[config.mk]
export PLATFORM = sky130hd
export DESIGN_NAME = json_string_unescape_utf8
export DESIGN_NICKNAME = d
export VERILOG_FILES = /design/src/rtl/jsu_pkg.sv /design/src/rtl/jsu_front.sv /design/src/rtl/jsu_fifo.sv /design/src/rtl/jsu_back.sv /design/src/rtl/json_string_unescape_utf8.sv
export SDC_FILE = /design/constraint.sdc
export NUM_CORES = 1
export LEC_CHECK = 0
export BUFFER_PORTS_ARGS = -buffer_cell sky130_fd_sc_hd__buf_2
export CAP_MARGIN = 20
export CORE_UTILIZATION = 40
export DETAILED_ROUTE_END_ITERATION = 16
export HOLD_SLACK_MARGIN = 0.08
export PLACE_DENSITY_LB_ADDON = 0.1
export SYNTH_ARGS = -nofsm -noshare
export SYNTH_HDL_FRONTEND = slang
export SYNTH_SLANG_ARGS = --single-unit
[constraint.sdc]
create_clock -name clk_i -period 3 [get_ports clk_i]
set_input_delay 0.9 -clock clk_i [delete_from_list [all_inputs] [get_ports clk_i]]
set_output_delay 0.9 -clock clk_i [all_outputs]
set_load 0.02 [all_outputs]
[src/rtl/jsu_pkg.sv]
package jsu_pkg;

  localparam logic [7:0] ChrQuote = 8'h22;
  localparam logic [7:0] ChrBslash = 8'h5C;
  localparam logic [7:0] ChrSlash = 8'h2F;
  localparam logic [7:0] ChrB = 8'h62;
  localparam logic [7:0] ChrF = 8'h66;
  localparam logic [7:0] ChrN = 8'h6E;
  localparam logic [7:0] ChrR = 8'h72;
  localparam logic [7:0] ChrT = 8'h74;
  localparam logic [7:0] ChrU = 8'h75;

  localparam logic [15:0] Utf8TwoMin = 16'h0080;
  localparam logic [15:0] Utf8ThreeMin = 16'h0800;
  localparam logic [7:0] Utf8Lead2 = 8'hC0;
  localparam logic [7:0] Utf8Lead3 = 8'hE0;
  localparam logic [7:0] Utf8Cont = 8'h80;

  typedef enum logic [1:0] {
    MODE_WAIT,
    MODE_BODY,
    MODE_ESC,
    MODE_HEX
  } mode_e;

  typedef enum logic [2:0] {
    ST_BYTE     = 3'd0,
    ST_DONE     = 3'd1,
    ST_NO_OPEN  = 3'd2,
    ST_BAD_ESC  = 3'd3,
    ST_TRUNC    = 3'd4
  } status_e;

  // One queued word group: up to three bytes, cnt is number of words minus one.
  typedef struct packed {
    status_e    status;
    logic [1:0] cnt;
    logic [7:0] b2;
    logic [7:0] b1;
    logic [7:0] b0;
  } entry_t;

  function automatic logic is_hex(input logic [7:0] c);
    return (c >= 8'h30 && c <= 8'h39) || (c >= 8'h61 && c <= 8'h66) ||
           (c >= 8'h41 && c <= 8'h46);
  endfunction

  function automatic logic [3:0] hex_val(input logic [7:0] c);
    logic [7:0] v;
    if (c >= 8'h30 && c <= 8'h39) begin
      v = c - 8'h30;
    end else if (c >= 8'h61 && c <= 8'h66) begin
      v = c - 8'h57;
    end else begin
      v = c - 8'h37;
    end
    return v[3:0];
  endfunction

  function automatic entry_t utf8_enc(input logic [15:0] cp);
    entry_t e;
    e.status = ST_BYTE;
    e.b2 = 8'h00;
    e.b1 = 8'h00;
    if (cp < Utf8TwoMin) begin
      e.cnt = 2'd0;
      e.b0 = cp[7:0];
    end else if (cp < Utf8ThreeMin) begin
      e.cnt = 2'd1;
      e.b0 = Utf8Lead2 | {3'b000, cp[10:6]};
      e.b1 = Utf8Cont | {2'b00, cp[5:0]};
    end else begin
      e.cnt = 2'd2;
      e.b0 = Utf8Lead3 | {4'b0000, cp[15:12]};
      e.b1 = Utf8Cont | {2'b00, cp[11:6]};
      e.b2 = Utf8Cont | {2'b00, cp[5:0]};
    end
    return e;
  endfunction

endpackage

[src/rtl/jsu_front.sv]
module jsu_front (
  input  logic            clk_i,
  input  logic            rst_ni,
  input  logic            in_valid_i,
  input  logic            in_ready_i,
  input  logic [7:0]      byte_value_i,
  input  logic            text_end_i,
  output logic            push_o,
  output jsu_pkg::entry_t push_entry_o
);
  import jsu_pkg::*;

  mode_e       mode_q, mode_d;
  logic [1:0]  hex_count_q, hex_count_d;
  logic [15:0] code_point_q, code_point_d;
  logic        accept;
  logic        emit;
  entry_t      ent;
  logic [15:0] cp_new;

  assign accept = in_valid_i && in_ready_i;
  assign cp_new = {code_point_q[11:0], hex_val(byte_value_i)};

  always_ff @(posedge clk_i or negedge rst_ni) begin
    if (!rst_ni) begin
      mode_q       <= MODE_WAIT;
      hex_count_q  <= 2'd0;
      code_point_q <= 16'h0000;
    end else if (accept) begin
      mode_q       <= mode_d;
      hex_count_q  <= hex_count_d;
      code_point_q <= code_point_d;
    end
  end

  always_comb begin
    mode_d       = mode_q;
    hex_count_d  = hex_count_q;
    code_point_d = code_point_q;
    emit         = 1'b0;
    ent          = '{status: ST_BYTE, cnt: 2'd0, b2: 8'h00, b1: 8'h00, b0: 8'h00};
    unique case (mode_q)
      MODE_WAIT: begin
        if (text_end_i || byte_value_i != ChrQuote) begin
          emit       = 1'b1;
          ent.status = ST_NO_OPEN;
        end else begin
          mode_d = MODE_BODY;
        end
      end
      MODE_BODY: begin
        if (text_end_i) begin
          emit       = 1'b1;
          ent.status = ST_TRUNC;
          mode_d     = MODE_WAIT;
        end else if (byte_value_i == ChrQuote) begin
          emit       = 1'b1;
          ent.status = ST_DONE;
          mode_d     = MODE_WAIT;
        end else if (byte_value_i == ChrBslash) begin
          mode_d = MODE_ESC;
        end else begin
          emit   = 1'b1;
          ent.b0 = byte_value_i;
        end
      end
      MODE_ESC: begin
        if (text_end_i) begin
          emit       = 1'b1;
          ent.status = ST_TRUNC;
          mode_d     = MODE_WAIT;
        end else begin
          emit   = 1'b1;
          mode_d = MODE_BODY;
          unique case (byte_value_i)
            ChrQuote, ChrBslash, ChrSlash: ent.b0 = byte_value_i;
            ChrB: ent.b0 = 8'h08;
            ChrF: ent.b0 = 8'h0C;
            ChrN: ent.b0 = 8'h0A;
            ChrR: ent.b0 = 8'h0D;
            ChrT: ent.b0 = 8'h09;
            ChrU: begin
              emit   = 1'b0;
              mode_d = MODE_HEX;
            end
            default: begin
              ent.status = ST_BAD_ESC;
              mode_d     = MODE_WAIT;
            end
          endcase
        end
      end
      MODE_HEX: begin
        if (text_end_i) begin
          emit       = 1'b1;
          ent.status = ST_TRUNC;
          mode_d     = MODE_WAIT;
        end else if (!is_hex(byte_value_i)) begin
          emit       = 1'b1;
          ent.status = ST_BAD_ESC;
          mode_d     = MODE_WAIT;
        end else if (hex_count_q != 2'd3) begin
          hex_count_d  = hex_count_q + 2'd1;
          code_point_d = cp_new;
        end else begin
          emit   = 1'b1;
          ent    = utf8_enc(cp_new);
          mode_d = MODE_BODY;
        end
      end
      default: mode_d = MODE_WAIT;
    endcase
    // hex state is only live while collecting digits
    if (mode_d != MODE_HEX) begin
      hex_count_d  = 2'd0;
      code_point_d = 16'h0000;
    end
  end

  assign push_o       = accept && emit;
  assign push_entry_o = ent;

  a_hex_idle: assert property (@(posedge clk_i) disable iff (!rst_ni)
    (mode_q != MODE_HEX) |-> (hex_count_q == 2'd0 && code_point_q == 16'h0000))
    else $error("hex state not cleared outside hex mode");

endmodule

[src/rtl/jsu_fifo.sv]
module jsu_fifo #(
  parameter int Depth = 4
) (
  input  logic            clk_i,
  input  logic            rst_ni,
  input  logic            push_i,
  input  jsu_pkg::entry_t push_entry_i,
  output logic            full_o,
  input  logic            pop_i,
  output logic            empty_o,
  output jsu_pkg::entry_t pop_entry_o
);
  import jsu_pkg::*;

  localparam int PtrW = (Depth > 1) ? $clog2(Depth) : 1;
  localparam int CntW = $clog2(Depth + 1);
  localparam logic [PtrW-1:0] PtrLast = PtrW'(Depth - 1);
  localparam logic [CntW-1:0] CntFull = CntW'(Depth);

  entry_t          mem_q [Depth];
  logic [PtrW-1:0] wr_ptr_q, rd_ptr_q;
  logic [CntW-1:0] count_q;
  logic            do_push, do_pop;

  assign full_o      = (count_q == CntFull);
  assign empty_o     = (count_q == '0);
  assign do_push     = push_i && !full_o;
  assign do_pop      = pop_i && !empty_o;
  assign pop_entry_o = mem_q[rd_ptr_q];

  always_ff @(posedge clk_i or negedge rst_ni) begin
    if (!rst_ni) begin
      wr_ptr_q <= '0;
      rd_ptr_q <= '0;
      count_q  <= '0;
    end else begin
      if (do_push) begin
        wr_ptr_q <= (wr_ptr_q == PtrLast) ? '0 : wr_ptr_q + 1'b1;
      end
      if (do_pop) begin
        rd_ptr_q <= (rd_ptr_q == PtrLast) ? '0 : rd_ptr_q + 1'b1;
      end
      if (do_push && !do_pop) begin
        count_q <= count_q + 1'b1;
      end else if (do_pop && !do_push) begin
        count_q <= count_q - 1'b1;
      end
    end
  end

  always_ff @(posedge clk_i) begin
    if (do_push) begin
      mem_q[wr_ptr_q] <= push_entry_i;
    end
  end

  a_no_overflow: assert property (@(posedge clk_i) disable iff (!rst_ni)
    push_i |-> !full_o)
    else $error("push into full queue");

  a_count_range: assert property (@(posedge clk_i) disable iff (!rst_ni)
    count_q <= CntFull)
    else $error("queue count out of range");

endmodule

[src/rtl/jsu_back.sv]
module jsu_back (
  input  logic            clk_i,
  input  logic            rst_ni,
  input  logic            empty_i,
  input  jsu_pkg::entry_t entry_i,
  output logic            pop_o,
  output logic            out_valid_o,
  input  logic            out_ready_i,
  output logic [7:0]      out_byte_o,
  output logic [2:0]      status_o,
  output logic            last_o
);
  import jsu_pkg::*;

  logic       valid_q;
  entry_t     entry_q;
  logic [1:0] idx_q;
  logic       last_beat;
  logic       advance;

  assign last_beat = valid_q && (idx_q == entry_q.cnt);
  assign advance   = !valid_q || (out_ready_i && last_beat);
  assign pop_o     = advance && !empty_i;

  always_ff @(posedge clk_i or negedge rst_ni) begin
    if (!rst_ni) begin
      valid_q <= 1'b0;
      idx_q   <= 2'd0;
    end else if (advance) begin
      valid_q <= !empty_i;
      idx_q   <= 2'd0;
    end else if (out_ready_i) begin
      idx_q <= idx_q + 2'd1;
    end
  end

  always_ff @(posedge clk_i) begin
    if (advance) begin
      entry_q <= entry_i;
    end
  end

  always_comb begin
    case (idx_q)
      2'd0:    out_byte_o = entry_q.b0;
      2'd1:    out_byte_o = entry_q.b1;
      default: out_byte_o = entry_q.b2;
    endcase
  end

  assign out_valid_o = valid_q;
  assign status_o    = entry_q.status;
  assign last_o      = last_beat;

  a_idx_range: assert property (@(posedge clk_i) disable iff (!rst_ni)
    valid_q |-> (idx_q <= entry_q.cnt))
    else $error("word index past entry");

  a_err_single: assert property (@(posedge clk_i) disable iff (!rst_ni)
    (valid_q && entry_q.status != ST_BYTE) |-> (entry_q.cnt == 2'd0 && out_byte_o == 8'h00))
    else $error("status word not a lone zero word");

endmodule

[src/rtl/json_string_unescape_utf8.sv]
// Channel  Dir  tdata                          tuser  tlast
// s_axis   in   [7:0] byte_value               -      text_end
// m_axis   out  [7:0] out_byte, [10:8] status  -      last
//
// One input word per cycle unless the queue is full; a \u escape gives
// up to three output words, one per cycle while m_axis_tready is high,
// so output bandwidth limits UTF-8 bursts. Path: queue, back register.
// Reset clears mode, hex state, queue pointers and the output valid.
// s_axis_tready drops only when the QueueDepth-entry queue is full.
module json_string_unescape_utf8 #(
  parameter int QueueDepth = 4
) (
  input  logic        clk_i,
  input  logic        rst_ni,
  input  logic        s_axis_tvalid,
  output logic        s_axis_tready,
  input  logic [7:0]  s_axis_tdata,   // [7:0] byte_value
  input  logic        s_axis_tlast,
  output logic        m_axis_tvalid,
  input  logic        m_axis_tready,
  output logic [15:0] m_axis_tdata,   // [7:0] out_byte, [10:8] status
  output logic        m_axis_tlast
);
  import jsu_pkg::*;

  logic       push, full, pop, empty;
  entry_t     push_entry, pop_entry;
  logic [7:0] out_byte;
  logic [2:0] status;

  assign s_axis_tready = !full;

  jsu_front u_front (
    .clk_i        (clk_i),
    .rst_ni       (rst_ni),
    .in_valid_i   (s_axis_tvalid),
    .in_ready_i   (s_axis_tready),
    .byte_value_i (s_axis_tdata),
    .text_end_i   (s_axis_tlast),
    .push_o       (push),
    .push_entry_o (push_entry)
  );

  jsu_fifo #(
    .Depth (QueueDepth)
  ) u_fifo (
    .clk_i        (clk_i),
    .rst_ni       (rst_ni),
    .push_i       (push),
    .push_entry_i (push_entry),
    .full_o       (full),
    .pop_i        (pop),
    .empty_o      (empty),
    .pop_entry_o  (pop_entry)
  );

  jsu_back u_back (
    .clk_i       (clk_i),
    .rst_ni      (rst_ni),
    .empty_i     (empty),
    .entry_i     (pop_entry),
    .pop_o       (pop),
    .out_valid_o (m_axis_tvalid),
    .out_ready_i (m_axis_tready),
    .out_byte_o  (out_byte),
    .status_o    (status),
    .last_o      (m_axis_tlast)
  );

  assign m_axis_tdata = {5'b00000, status, out_byte};

endmodule

# --- Yosys cells after proc, flatten, opt, wreduce, memory -nomap -nowiden ---
# Memories as Yosys holds them, arrays and structs flattened. A register that Yosys moved wholly into a read port is not among the register bits.
# Index checks and enable logic that the tools add are counted.
classes:
  add_sub_neg: 9
  magnitude_cmp: 8
  n_eq_ne: 21
  muxes: 65
  reduce_logical: 33
ops:
  columns: ["operator", "n"]
  rows:
  - ["two-way mux 26 bit", 3]
  - ["two-way mux 12 bit", 5]
  - ["equality test 8 x 7 -> 1 bit, second input constant", 7]
  - ["two-way mux 8 bit", 6]
  - ["one-hot mux 8 bit (6 select lines)", 1]
  - ["two-way mux 2 bit", 21]
  - ["one-hot mux 8 bit (3 select lines)", 1]
  - ["two-way mux 18 bit", 1]
  - ["two-way mux 3 bit", 6]
  - ["equality test 8 x 6 -> 1 bit, second input constant", 2]
  - [">= comparator 8 x 7 -> 1 bit, second input constant", 2]
  - ["less-or-equal comparator 8 x 7 -> 1 bit, second input constant", 2]
  - ["less-than comparator 16 x 12 -> 1 bit, second input constant", 1]
  - ["less-than comparator 16 x 8 -> 1 bit, second input constant", 1]
  - ["two-way mux 16 bit", 1]
  - ["one-hot mux 8 bit (2 select lines)", 1]
  - ["two-way mux 14 bit", 1]
  - ["logical AND 1 bit", 12]
  - ["two-way mux 1 bit", 12]
  - ["one-hot mux 3 bit (4 select lines)", 1]
  - ["nonzero test 2 bit", 5]
  - ["OR reduction 9 bit", 1]
  - ["adder 2 x 1 -> 2 bit, second input constant", 4]
  - ["equality test 2 bit, second input constant", 4]
  - ["23 further kinds", 35]
word_totals:
  regBits: 26
  ramBits: 116
  inputBits: 13
  output_inout_bits: 19
  wordCells: 145
  mem_count: 1
mem_list:
  columns: ["name", "words", "word_bits", "rd", "rd_clocked_by_memory_dff", "write_ports", "line_no", "rtl"]
  rows:
  - ["u_fifo.mem_q", 4, 29, 1, 1, 1, "jsu_fifo.sv:20", "entry_t mem_q [Depth];"]

# --- Logic depth before layout (Yosys ltp) ---
# Gate-level depths: netlist (run 1).
logic_depth:
  ltp_word: 13
  ltp_mapped: 13
  ltp_nobuf: 13

# --- Cells and area by module ---
# A second synthesis (run 1) with hierarchy kept.
unflattened:
  cells_unflattened: 496
  area_unflattened_um2: 7652.3
modules_own_cells:
  columns: ["mod", "instances", "cells_each", "area_per_inst_um2", "seq_area_each_um2"]
  rows:
  - ["jsu_fifo", 1, 188, 4618.2, 3658.5]
  - ["jsu_front", 1, 219, 1751.7, 400.4]
  - ["jsu_back", 1, 82, 1237.4, 945.9]
  - ["json_string_unescape_utf8", 1, 7, 45.0, 0.0]

# --- Least setup slack after synthesis (run 1) ---
# Ideal clock, no wire load.
synth_path:
  kind: "input -> register"
  start: "input port s_axis_tdata[0]"
  end: "register u_fifo.count_q[2]"
  arrival_time_ns: 3.315
  setup_slack_ns: -0.394
  cell_stages: 13
  path_cell_list: "inv_1 ha_1 nand3b_1 a22o_1 a32o_1 o21ai_0 nor3b_2 ha_1 inv_1 fa_1 xor2_1 nor2_1 xor2_1"
synth_via:
  elab_chain_len: 12
  word_cells_on_any_way: 32
  classes_between: "order compare: 6; eq/ne: 4; mux: 10; reduce/logical: 12"
synth_rtl:
  columns: ["element", "line_no", "rtl"]
  rows:
  - ["from (decl)", "json_string_unescape_utf8.sv:17", "input logic [7:0] s_axis_tdata,"]
  - [">= comparator 8 x 6 -> 1 bit, or another cell as far along", "jsu_pkg.sv:44", "return (c >= 8'h30 && c <= 8'h39) || (c >= 8'h61 && c <= 8'h66) ||"]
  - ["logical AND 1 bit", "jsu_pkg.sv:44", null]
  - ["logical OR 1 bit (2 in series)", "jsu_pkg.sv:44", null]
  - ["two-way mux 1 bit", "jsu_front.sv:98", "end else if (!is_hex(byte_value_i)) begin"]
  - ["two-way mux 1 bit", "jsu_front.sv:94", "if (text_end_i) begin"]
  - ["one-hot mux 1 bit (4 select lines) *", "jsu_front.sv:42", "unique case (mode_q)"]
  - ["logical AND 1 bit *", "jsu_front.sv:120", "assign push_o = accept && emit;"]
  - ["logical AND 1 bit *", "jsu_fifo.sv:27", "assign do_push = push_i && !full_o;"]
  - ["named net u_fifo.do_push", "jsu_fifo.sv:23", "logic do_push, do_pop;"]
  - ["logical NOT 1 bit", "jsu_fifo.sv:45", "end else if (do_pop && !do_push) begin"]
  - ["logical AND 1 bit", "jsu_fifo.sv:45", null]
  - ["nonzero test 2 bit (no line)", null, null]
  - ["to (signal assigned)", "jsu_fifo.sv:44", "count_q <= count_q + 1'b1;"]
  - ["to (signal assigned)", "jsu_fifo.sv:46", "count_q <= count_q - 1'b1;"]
  - ["to (decl)", "jsu_fifo.sv:22", "logic [CntW-1:0] count_q;"]
# The timed path passes the listed nets; every way through them passes the cells marked *.
# A chain may end at the register's enable or synchronous reset.

==> run metrics, run 1 <==
maximum fanout along the worst path=6; Clock transition at path regs=0.06 ns; Pwr per Cell Area=849 mW/mm^2; Synth Area in Simple Gates=9.61%; DR vias=4274; number of vias per cell=5.34; mux contribution to synthesized area=9.66%; core area=0.0173 sq mm; Max Buffers Root-to-Sink=2; largest family of logic cells by synthesized area=multiplexers; Syn Inst Count=477; global placement routability congestion=0.922; CTS root buf=clkbuf_16; DP HPWL=10400 um; synthesis-to-finish area growth=21.4%; Adder-Cell Fraction of Synth Area=2.76%; post-route ant nets=0; H-tree depth=4; highest-count cells in the layout ignoring fill and taps=edfxtp_1, buf_4, nand2_1; fraction of registers with async set/reset=16.7%; CP cell instances=buf_2, buf_4, nand4bb_1, a21oi_2, buf_4, a21oi_1, or4b_1, buf_4, a211oi_1, buf_4; gr ovfl total=0; drt wl/cell=19.0 um; M2 GR Usage=29.2%; die area=0.0182 sq mm; Mapped Area=0.00707 sq mm; dominant delay contributor by cell family on the critical path=simple AND/OR/NAND/NOR gates; Hold WC Path Type=input pin to asynchronous set/reset pin; Routed WL=15200 um; crit path DAT=3.16 ns; Yosys Warn Count=0; largest net degree at the start of global routing=30; Fmax=0.348 GHz; fin cells=801; most common cell after layout, fill and taps aside=edfxtp_1; CP dominant cell by count=buf_4; first-pass GRT wire length=24200 um; Tcrit/Tclk final=95.9%; Slew headroom=54.9%; CTS sink cnt=156; Post-synth EDFFs=130; Seq/Total Area, Yosys=64.4%; FF-to-FF setup slack=0.40 ns; Max Slew Vio Count=0; mean post-synth cell area=14.8 sq um; Leakage Power=3.13 nW; Post-DP Area=0.00796 sq mm; # setup viols final=0; FF+latch count, synth=156; Skew-Pair Late Insertion Delay=0.41 ns; Synth Flop Type=edfxtp_1; worst vdd ir=454 uV; Critical-path top delay cell=or4b_1; die span in x=135 um; Crit path largest cell delay=0.66 ns; clk_skew=0.00868 ns; Worst Tran Pin Value=0.676 ns; status=finished, final reports clean; CP Launch Type=input pin; RSZ-0062 raised after global routing=no; Chip Height=135 um; CTS tree=yes; worst endpoint required time=3.28 ns; Buf+Inv Stages, Crit Path=5; Global Route met3 Usage=3.64%; placed cells=767; Cell Rows=48; Final #Nets=591; antenna violations before repair=0; GRT Util Overall=18.1%; antenna fix cells=0; maxcap violations=0; DR pass1 iterations=4; Initial Utilization=40.9%; Ports=32; Residual DRC=0; vias in the first global route=4341; Setup crit end kind=flip-flop; kind of critical path=input pin to flip-flop; Final min period=2.88 ns; share of layout cells above drive strength 1=32.3%; grt met1 use=24.2%; Port-buffer cells=26; fin area=0.00858 sq mm; total CTS buffers=17; final hold violation count=0; Compound-Gate Fraction of Synth Area=9.64%; busiest grt layer=met2; Netlist cell types=68; initial DRC count=250; post-synthesis xor/xnor area fraction=0.743%; Hold WS=0.519 ns
## synthesized netlist by cell type (all sizes together) (4+ instances only)
library cell	n	area share, %
a21oi	14	1.0
a22oi	21	2.2
a32oi	7	0.87
and2	14	1.2
buf	17	1.5
clkbuf	15	0.80
dfrtp	26	9.2
edfxtp	130	55
ha	14	2.5
inv	15	0.80
mux2	6	0.96
mux4	26	8.3
nand2	33	1.8
nand2b	5	0.44
nand3	6	0.42
nand3b	10	1.1
nor2	21	1.1
nor2b	8	0.71
nor3	4	0.35
o21ai	20	1.4
o41ai	5	0.88
xnor2	4	0.50
## power by group
part	switching (mW)	internal, mW	total (mW)
Combinational	1.15	0.901	2.05
Sequential	0.147	2.95	3.10
Clock	0.808	1.33	2.14
Total	2.10	5.18	7.29
## cell type report
cell class,instances,area [sq um]
sequential,156,4560
tap,225,282
inverter,15,56.3
multi-input combinational,278,2380
clock inverter,11,145
timing repair buffer,95,713
fill,1545,8710
clock buffer,21,450
## metrics by stage
| stage | setup TNS (ns) | util [%] | setup slack, ns | total power, mW |
|---|---|---|---|---|
| detailed placement | -31.97 | 46.0 | -0.370 | 5.26 |
| CTS | 0 | 49.4 | 0.0615 | 7.41 |
| finish | 0 | 49.6 | 0.123 | 7.29 |
| global placement | -18.59 | 46.0 | -0.281 | 5.21 |
| global route | 0 | 49.6 | 0.00221 | 7.67 |
| floorplan | -0.313 | - | -0.171 | 4.50 |
## what timing repair did
| item | 4_1_cts | 5_1_grt |
|---|---|---|
| setup endpoints to repair | 0 | 5 |
| resized for setup | 0 | 4 |
| buffers inserted | 0 | 2 |
| hold buffers | 0 | 0 |
## worst register-to-register path, delay by kind of cell (launching register included)
family / cells / cell delay (ns)
flops: 1 / 0.67
simple gates: 3 / 0.62
fa+ha+maj: 2 / 0.60
compound gates: 2 / 0.28
mux: 1 / 0.27
buf+inv: 1 / 0.06
## path summary, 6_finish.rpt
kind | from | end | cells after the start
max reg2reg | u_front.mode_q[1]$_DFFE_PN0P_ | u_fifo.count_q[1]$_DFFE_PN0P_ | 9
min | rst_ni | u_back.idx_q[1]$_DFFE_PN0P_ | 1
min reg2reg | u_fifo.count_q[2]$_DFFE_PN0P_ | u_fifo.count_q[2]$_DFFE_PN0P_ | 1
min in group clk_i | u_fifo.count_q[2]$_DFFE_PN0P_ | u_fifo.count_q[2]$_DFFE_PN0P_ | 1
max in group asynchronous | rst_ni | u_fifo.rd_ptr_q[0]$_DFFE_PN0P_ | 1
max | s_axis_tdata[7] | u_fifo.mem_q[3][11]$_DFFE_PP_ | 10
## cells by family (layout without fill, tap and decap cells)
group           count (synthesis)  in the layout
fa+ha+maj                      15             15
compound gates                 94             94
xor+xnor                        6              6
simple gates                  123            123
flops                         156            156
other cells                     1              5
buf+inv                        47            142
mux                            35             35
## flip-flops by register name (all words and copies together), names as in the netlist
signal,cells
u_fifo.mem_q,104
u_back.entry_q,23
u_front.code_point_q,12
u_back.status_o,3
u_fifo.count_q,3
u_back.idx_q,2
u_fifo.rd_ptr_q,2
u_fifo.wr_ptr_q,2
u_front.hex_count_q,2
u_front.mode_q,2
u_back.out_valid_o,1
## layer usage
layer,vias to the layer above,routed length [um]
li1,2025,-
met1,2133,6960
met2,97,7370
met3,19,556
met4,0,320
met5,-,0
No activity file was read; power rests on OpenSTA's default activity.
==> run 2: changes to the inputs <==
--- a/config.mk
+++ b/config.mk
@@ -10,7 +10,7 @@
 export CORE_UTILIZATION = 40
 export DETAILED_ROUTE_END_ITERATION = 16
 export HOLD_SLACK_MARGIN = 0.08
-export PLACE_DENSITY_LB_ADDON = 0.1
+export PLACE_DENSITY = 0.68
 export SYNTH_ARGS = -nofsm -noshare
 export SYNTH_HDL_FRONTEND = slang
 export SYNTH_SLANG_ARGS = --single-unit
==> run metrics, run 2 (synthesis results as in run 1) <==
Ports=32; CTS root buf=clkbuf_16; DR pass1 iterations=5; synthesis-to-finish area growth=20.6%; Buf+Inv Stages, Crit Path=4; final hold violation count=0; Core Util, Final=49.3%; global placement routability congestion=0.880; Hold WS=0.499 ns; Max Slew Vio Count=0; total CTS buffers=17; CP Launch Type=input pin; CTS sink cnt=156; share of layout cells above drive strength 1=31.8%; initial DRC count=299; H-tree depth=4; Skew-Pair Late Insertion Delay=0.43 ns; Initial Utilization=40.9%; CP cell instances=buf_2, buf_4, nand4bb_1, a21oi_2, buf_4, a21oi_1, or4b_1, or2_1, buf_4, nand2_1; FF-to-FF setup slack=0.45 ns; Pwr per Cell Area=835 mW/mm^2; dominant delay contributor by cell family on the critical path=simple AND/OR/NAND/NOR gates; core area=0.0173 sq mm; Cell Rows=48; crit path DAT=3.11 ns; GRT Util Overall=17.7%; Critical-path top delay cell=or4b_1; Slew headroom=55.8%; Final #Nets=590; largest net degree at the start of global routing=28; post-CTS resize count=0; kind of critical path=input pin to flip-flop; fin area=0.00853 sq mm; antenna fix cells=0; first-pass GRT wire length=23900 um; RSZ-0062 raised after global routing=no; # fillers=1494; # setup viols final=0; Largest Register=u_fifo.mem_q; biggest regs=u_fifo.mem_q (104), u_back.entry_q (23), u_front.code_point_q (12); FF+latch area=0.00456 sq mm; Port-buffer cells=26; # Post-CTS Setup Buffers=0; FF-to-FF path depth=10; Max Buffers Root-to-Sink=2; CP dominant cell by count=buf_4; flip-flop count of the largest register after layout=104; status=finished, final reports clean; maximum fanout along the worst path=6; Hold WC Path Type=input pin to asynchronous set/reset pin; number of vias per cell=5.49; worst r2r dst=u_fifo.count_q[2]$_DFFE_PN0P_; clk_skew=0.0166 ns; die area=0.0182 sq mm; worst r2r src=u_front.mode_q[0]$_DFFE_PN0P_; highest-count cells in the layout ignoring fill and taps=edfxtp_1, buf_4, nand2_1; CTS tree=yes; hold_buf cts=0; Final min period=2.84 ns; Crit path largest cell delay=0.67 ns; Fmax=0.352 GHz; Worst Tran Pin Value=0.663 ns; power after layout=7.12 mW; worst endpoint required time=3.26 ns; area of the multi-input gates=0.00237 sq mm; Residual DRC=0; Setup crit end kind=flip-flop; antenna violations before repair=0; Clock transition at path regs=0.06 ns; worst vdd ir=488 uV; Routed WL=14900 um; die span in x=135 um; Tcrit/Tclk final=94.8%; placed cells=768; fin cells=800; Chip Height=135 um; DP HPWL=10000 um; most common cell after layout, fill and taps aside=edfxtp_1; vias in the first global route=4528; drt wl/cell=18.7 um; Leakage Power=3.08 nW; post-route ant nets=0; gr ovfl total=0; maxcap violations=0; DR vias=4391; Post-DP Area=0.00796 sq mm
==> run 2: cell count changes in the layout (fill, tap and decap cells not counted), sizes merged <==
cell / change
clkinvlp: +4
clkbuf: -3
buf: -1
bufinv: -1
clkinv: +1
inv: -1
==> run 2: worst max-delay path by stage <==
stage,start,end,depth (start not counted)
finish,s_axis_tdata[6],u_fifo.mem_q[3][7]$_DFFE_PP_,10
global route,s_axis_tdata[0],u_fifo.count_q[2]$_DFFE_PN0P_,14
CTS,u_back.idx_q[0]$_DFFE_PN0P_,m_axis_tdata[5],6
detailed placement,s_axis_tdata[1],u_fifo.count_q[2]$_DFFE_PN0P_,14
global placement,s_axis_tdata[1],u_fifo.count_q[2]$_DFFE_PN0P_,14
floorplan,s_axis_tdata[1],u_fifo.count_q[2]$_DFFE_PN0P_,13
==> run 2: stage by stage <==
stage	TNS (ns)	setup slack, ns
floorplan	-0.313	-0.171
global placement	-18.38	-0.256
detailed placement	-30.84	-0.347
CTS	0	0.0867
global route	0	0.00451
finish	0	0.156
==> run 2: cell type report <==
cell class                      count  area share, %
Sequential cell                   156           53.4
Timing Repair Buffer               94           8.25
Multi-Input combinational cell    278           27.8
Tap cell                          225           3.30
Clock inverter                     14           1.51
Inverter                           15          0.660
Clock buffer                       18           5.03
==> run 2: per-layer routing <==
layer / track usage (%) / share of wire (%)
met5: 0 / 0
met4: 7.55 / 2.1
met3: 3.75 / 5.0
met2: 28.4 / 48
met1: 23.4 / 45
==> run 2: report_power, final <==
| group | internal, mW | total [mW] | switching, mW |
|---|---|---|---|
| clock network | 1.20 | 2.01 | 0.808 |
| registers | 2.95 | 3.12 | 0.170 |
| logic | 0.872 | 1.99 | 1.12 |
| total | 5.03 | 7.12 | 2.09 |
